`config.mk`:
```
export PLATFORM = sky130hd
export DESIGN_NAME = sspi_div
export DESIGN_NICKNAME = d
export VERILOG_FILES = /design/src/sv/sspi_pkg.sv /design/src/sv/sspi_div.sv
export SDC_FILE = /design/constraint.sdc
export NUM_CORES = 1
export LEC_CHECK = 0
export BUFFER_PORTS_ARGS = -buffer_cell sky130_fd_sc_hd__buf_2
export CORE_UTILIZATION = 26
export CTS_CLUSTER_SIZE = 10
export DETAILED_ROUTE_END_ITERATION = 12
export GPL_TIMING_DRIVEN = 0
export HOLD_SLACK_MARGIN = 0.05
export SYNTH_ARGS = -nofsm -noshare
export SYNTH_HDL_FRONTEND = slang
export SYNTH_SLANG_ARGS = --single-unit
```
`constraint.sdc`:
```
create_clock -name clock -period 5.7 [get_ports clock]
set_clock_uncertainty 0.1 [all_clocks]
set_input_delay 0 -clock clock [delete_from_list [all_inputs] [get_ports clock]]
set_output_delay 0 -clock clock [all_outputs]
set_load 0.02 [all_outputs]
```
`src/sv/sspi_pkg.sv`:
```
// Package for the sorted sample interpolator: table entry type, phase codes and
// the divider widths. It depends on nothing else.
package sspi_pkg;

   // One table entry as held in the sample memory.
   typedef struct packed {
      logic [31:0]        stamp;
      logic [15:0]        depth;
      logic signed [15:0] temp;
      logic               has_temp;
      logic               has_depth;
   } entry_type;

   // Width of the signed dividend and of the divisor of the serial divider.
   localparam int DIV_W   = 52;
   localparam int DVS_W   = 32;
   localparam int DCNT_W  = 6;

   // Result phases that follow the table walk.
   typedef enum logic [1:0] {
      PH_DEPTH = 2'd0,
      PH_TEMP  = 2'd1,
      PH_AVG   = 2'd2
   } phase_type;

   // Bracketing points found for one quantity during a query walk.
   typedef struct packed {
      logic               have0;
      logic signed [16:0] v0;
      logic [31:0]        t0;
      logic               have1;
      logic signed [16:0] v1;
      logic [31:0]        t1;
   } track_type;

endpackage

```
`src/sv/sspi_div.sv`:
```
// Serial signed divider, one quotient bit a cycle, used for the interpolation
// and the average. Uses sspi_pkg for its widths.
module sspi_div (
   input  logic                             clock,
   input  logic                             reset,
   input  logic                             start,
   input  logic signed [sspi_pkg::DIV_W-1:0] dividend,
   input  logic [sspi_pkg::DVS_W-1:0]       divisor,
   output logic                             done,
   output logic signed [15:0]               quotient
);
   import sspi_pkg::*;

   logic                busy_ff, busy_in;
   logic                done_ff, done_in;
   logic [DCNT_W-1:0]   cnt_ff, cnt_in;
   logic [DIV_W-1:0]    quo_ff, quo_in;
   logic [DVS_W-1:0]    rem_ff, rem_in;
   logic [DVS_W-1:0]    dvs_ff, dvs_in;
   logic                neg_ff, neg_in;
   logic [DVS_W:0]      shifted;
   logic [DVS_W+1:0]    diff;

   assign shifted = {rem_ff, quo_ff[DIV_W-1]};
   assign diff    = {1'b0, shifted} - {2'b00, dvs_ff};

   always_comb begin
      busy_in = busy_ff;
      done_in = 1'b0;
      cnt_in  = cnt_ff;
      quo_in  = quo_ff;
      rem_in  = rem_ff;
      dvs_in  = dvs_ff;
      neg_in  = neg_ff;
      if (start) begin
         busy_in = 1'b1;
         cnt_in  = DCNT_W'(DIV_W);
         quo_in  = dividend[DIV_W-1] ? DIV_W'(-dividend) : DIV_W'(dividend);
         rem_in  = '0;
         dvs_in  = divisor;
         neg_in  = dividend[DIV_W-1];
      end else if (busy_ff) begin
         if (diff[DVS_W+1]) begin
            rem_in = shifted[DVS_W-1:0];
            quo_in = {quo_ff[DIV_W-2:0], 1'b0};
         end else begin
            rem_in = diff[DVS_W-1:0];
            quo_in = {quo_ff[DIV_W-2:0], 1'b1};
         end
         cnt_in = cnt_ff - 1'b1;
         if (cnt_ff == DCNT_W'(1)) begin
            busy_in = 1'b0;
            done_in = 1'b1;
         end
      end
   end

   always_ff @(posedge clock) begin
      if (reset) begin
         busy_ff <= 1'b0;
         done_ff <= 1'b0;
      end else begin
         busy_ff <= busy_in;
         done_ff <= done_in;
      end
      cnt_ff <= cnt_in;
      quo_ff <= quo_in;
      rem_ff <= rem_in;
      dvs_ff <= dvs_in;
      neg_ff <= neg_in;
   end

   assign done     = done_ff;
   assign quotient = neg_ff ? -$signed(quo_ff[15:0]) : $signed(quo_ff[15:0]);

endmodule

```
==> reports/metrics.yaml <==
outcome: "complete, no violations"
ys_seq_area_frac: 0.410
drc: 0
fin_util: 0.350
pwr-share-comb: 0.223
synth_top_area_cell: "edfxtp_1"
synth.avg_cell_area_um2: 9.38
fin_nets: 1212
cts_made_buffers: 17
synth_nets: 997
setup_viol: 0
fill_cells: 3174
crit_path_start: "dividend[0]"
drt_wl_total_um: 22900
gp_congestion: 0.860
portBuffers: 103
required_ns: 5.76
async_reset_ff_frac: 0
row_count: 64
setup_tns_ns: 0
syn_inst: 873
register_area_um2: 3350
grt_pass1_vias: 7248
max_slew.worst_pin.slew_ns: 1.24
final_common_cell: "buf_2"
rsz0062_at_grt: "no"
ios: 104
antenna_found_initial: 0
power.switching_uw: 848
fmax_ghz: 0.270
cts.sinks: 125
critPathMaxFanout: 4
die_x_um: 179
clock_latency_ns: 0.43
min_from: "start"
yosysUniqueCellTypes: 70
fin_crit_ns: 3.70
ys_ff_latch: 125
ys_warn_count: 0
intPower_uw: 2110
relSlewSlack: 0.174
diodes: 0
syn_to_final_growth_pct: 31.4
cp-end-kind: "flop"
cts_tree: "done"
cts_max_level: 4
r2r_start: "dvs_ff[6]"
holdPathStages: 1
multi_input_area_um2: 4460
power.share.sequential: 0.379
timing.hold.ws_ns: 0.122
viasPerCell: 4.90
post_cts_buffers: 0
wl_per_cell_um: 15.3
synth_area_leaders: "edfxtp_1 31%, dfxtp_1 9.8%, xor2_1 5.9%"
arrival_ns: 3.76
start_kind: "input port"
power-per-cell-area_nw_per_um2: 275
start_util: 0.266
globalRouteOverflowTotal: 0
hpwlAfterDp_um: 16100
core_um2: 30700
ys.flop_type: "edfxtp_1"
clk_pin_slew_ns: 0.06
syn_area_um2: 8190
clockPowerShare: 0.398
cts_root_buffer: "clkbuf_16"
cts_buffer_depth: 2
synth_edf_count: 85
leakagePower_uw: 0.00420
grt_max_degree: 53
slew_violations: 0
vdd_drop_max_mv: 0.237
hold_violations: 0
synth_top_area_frac: 0.312
switching_share: 0.287
drive_gt1_frac: 0.153
ant_nets: 0
final_cell_mix: "104 x buf_2, 99 x nor2_1, 93 x dlygate4sd3_1"
die_area_um2: 32200
hold_path.class: "in2reg"
path_class: "in2reg"
first_iter_violations: 482
first_pass_iters: 7
fin_crit_sh: 0.649
vias: 7329
cap_violations: 0
grt_use_total: 0.143
grt_pass1_wl_um: 36900
die_h_um: 179
r2r_cells: 11
worst max-delay path, cell delays in order:
cell and delay [ns]:
dlygate4sd3_1 0.53, buf_2 0.14, inv_1 0.10, ha_1 0.17, or3b_2 0.49, nor4_1 0.41
nand2_1 0.18, or2_1 0.28, or3_1 0.37, o31ai_1 0.27, xor2_1 0.18, dlygate4sd3_1 0.57
a21oi_1 0.06
cell type report:
class	count	share of cell area
Multi-Input combinational cell	654	0.415
Sequential cell	125	0.312
Timing Repair Buffer	196	0.134
Tap cell	396	0.0461
Clock buffer	21	0.0428
Inverter	53	0.0185
Buffer	41	0.0162
Clock inverter	11	0.0154
path summary, 6_finish.rpt:
check / end / slack, ns
worst max register to register: rem_ff[18] / 2.26
worst min register to register: cnt_ff[1] / 0.40
worst max-delay path: quo_ff[22] / 2.00
worst min-delay path: dvs_ff[26] / 0.12
power groups by stage:
| stage | Clock [uW] | Combinational, uW | Sequential [uW] |
|---|---|---|---|
| 3_5_place_dp | 0 | 602 | 1140 |
| 3_3_place_gp | 0 | 595 | 1140 |
| 6_report | 1180 | 658 | 1120 |
| 4_1_cts | 1200 | 658 | 1120 |
| 2_1_floorplan | 0 | 427 | 1120 |
| 5_1_grt | 1240 | 728 | 1130 |
state kept, by name, summed over array words and instances (netlist names):
register / count
quo_ff: 52
neg_ff: 1
rem_ff: 32
cnt_ff: 6
busy_ff: 1
dvs_ff: 32
done: 1
metrics by stage:
step	power [uW]	setup slack [ns]	area (um^2)	instances
2_1_floorplan	1550	2.70	8190	873
3_3_place_gp	1730	2.29	9200	1372
3_5_place_dp	1740	2.31	9200	1372
5_1_grt	3090	1.84	10800	1497
4_1_cts	2980	2.02	10800	1497
6_report	2950	2.00	10800	1497
what timing repair did:
| action | in CTS | in global routing |
|---|---|---|
| hold buffers | 93 | 0 |
| endpoints found under the setup margin | 0 | 0 |
| endpoints found under the hold margin | 87 | 0 |
| resized for setup | 0 | 0 |
cell families after synthesis:
group,synth area share
and+or+nand+nor,0.164
AOI/OAI and AO/OA,0.201
DFF,0.410
buffers and inverters,0.0455
xor gates and xnor gates,0.0920
adders and majority gates,0.0575
muxes,0.0313
synthesized netlist by cell type (31+ instances only):
cell type   n
o21ai_0    39
xnor2_1    31
edfxtp_1   85
inv_1      53
ha_1       36
nand2_1    50
nor2_1     99
clkbuf_1   35
a21oi_1    80
dfxtp_1    40
xor2_1     55
per-layer routing:
| metal | GRT usage | share of wire |
|---|---|---|
| met2 | 0.246 | 0.49 |
| met5 | 0 | 0 |
| met4 | 0.0452 | 0.016 |
| met3 | 0.0269 | 0.046 |
| met1 | 0.179 | 0.45 |
No activity file was read; power rests on OpenSTA's default activity.
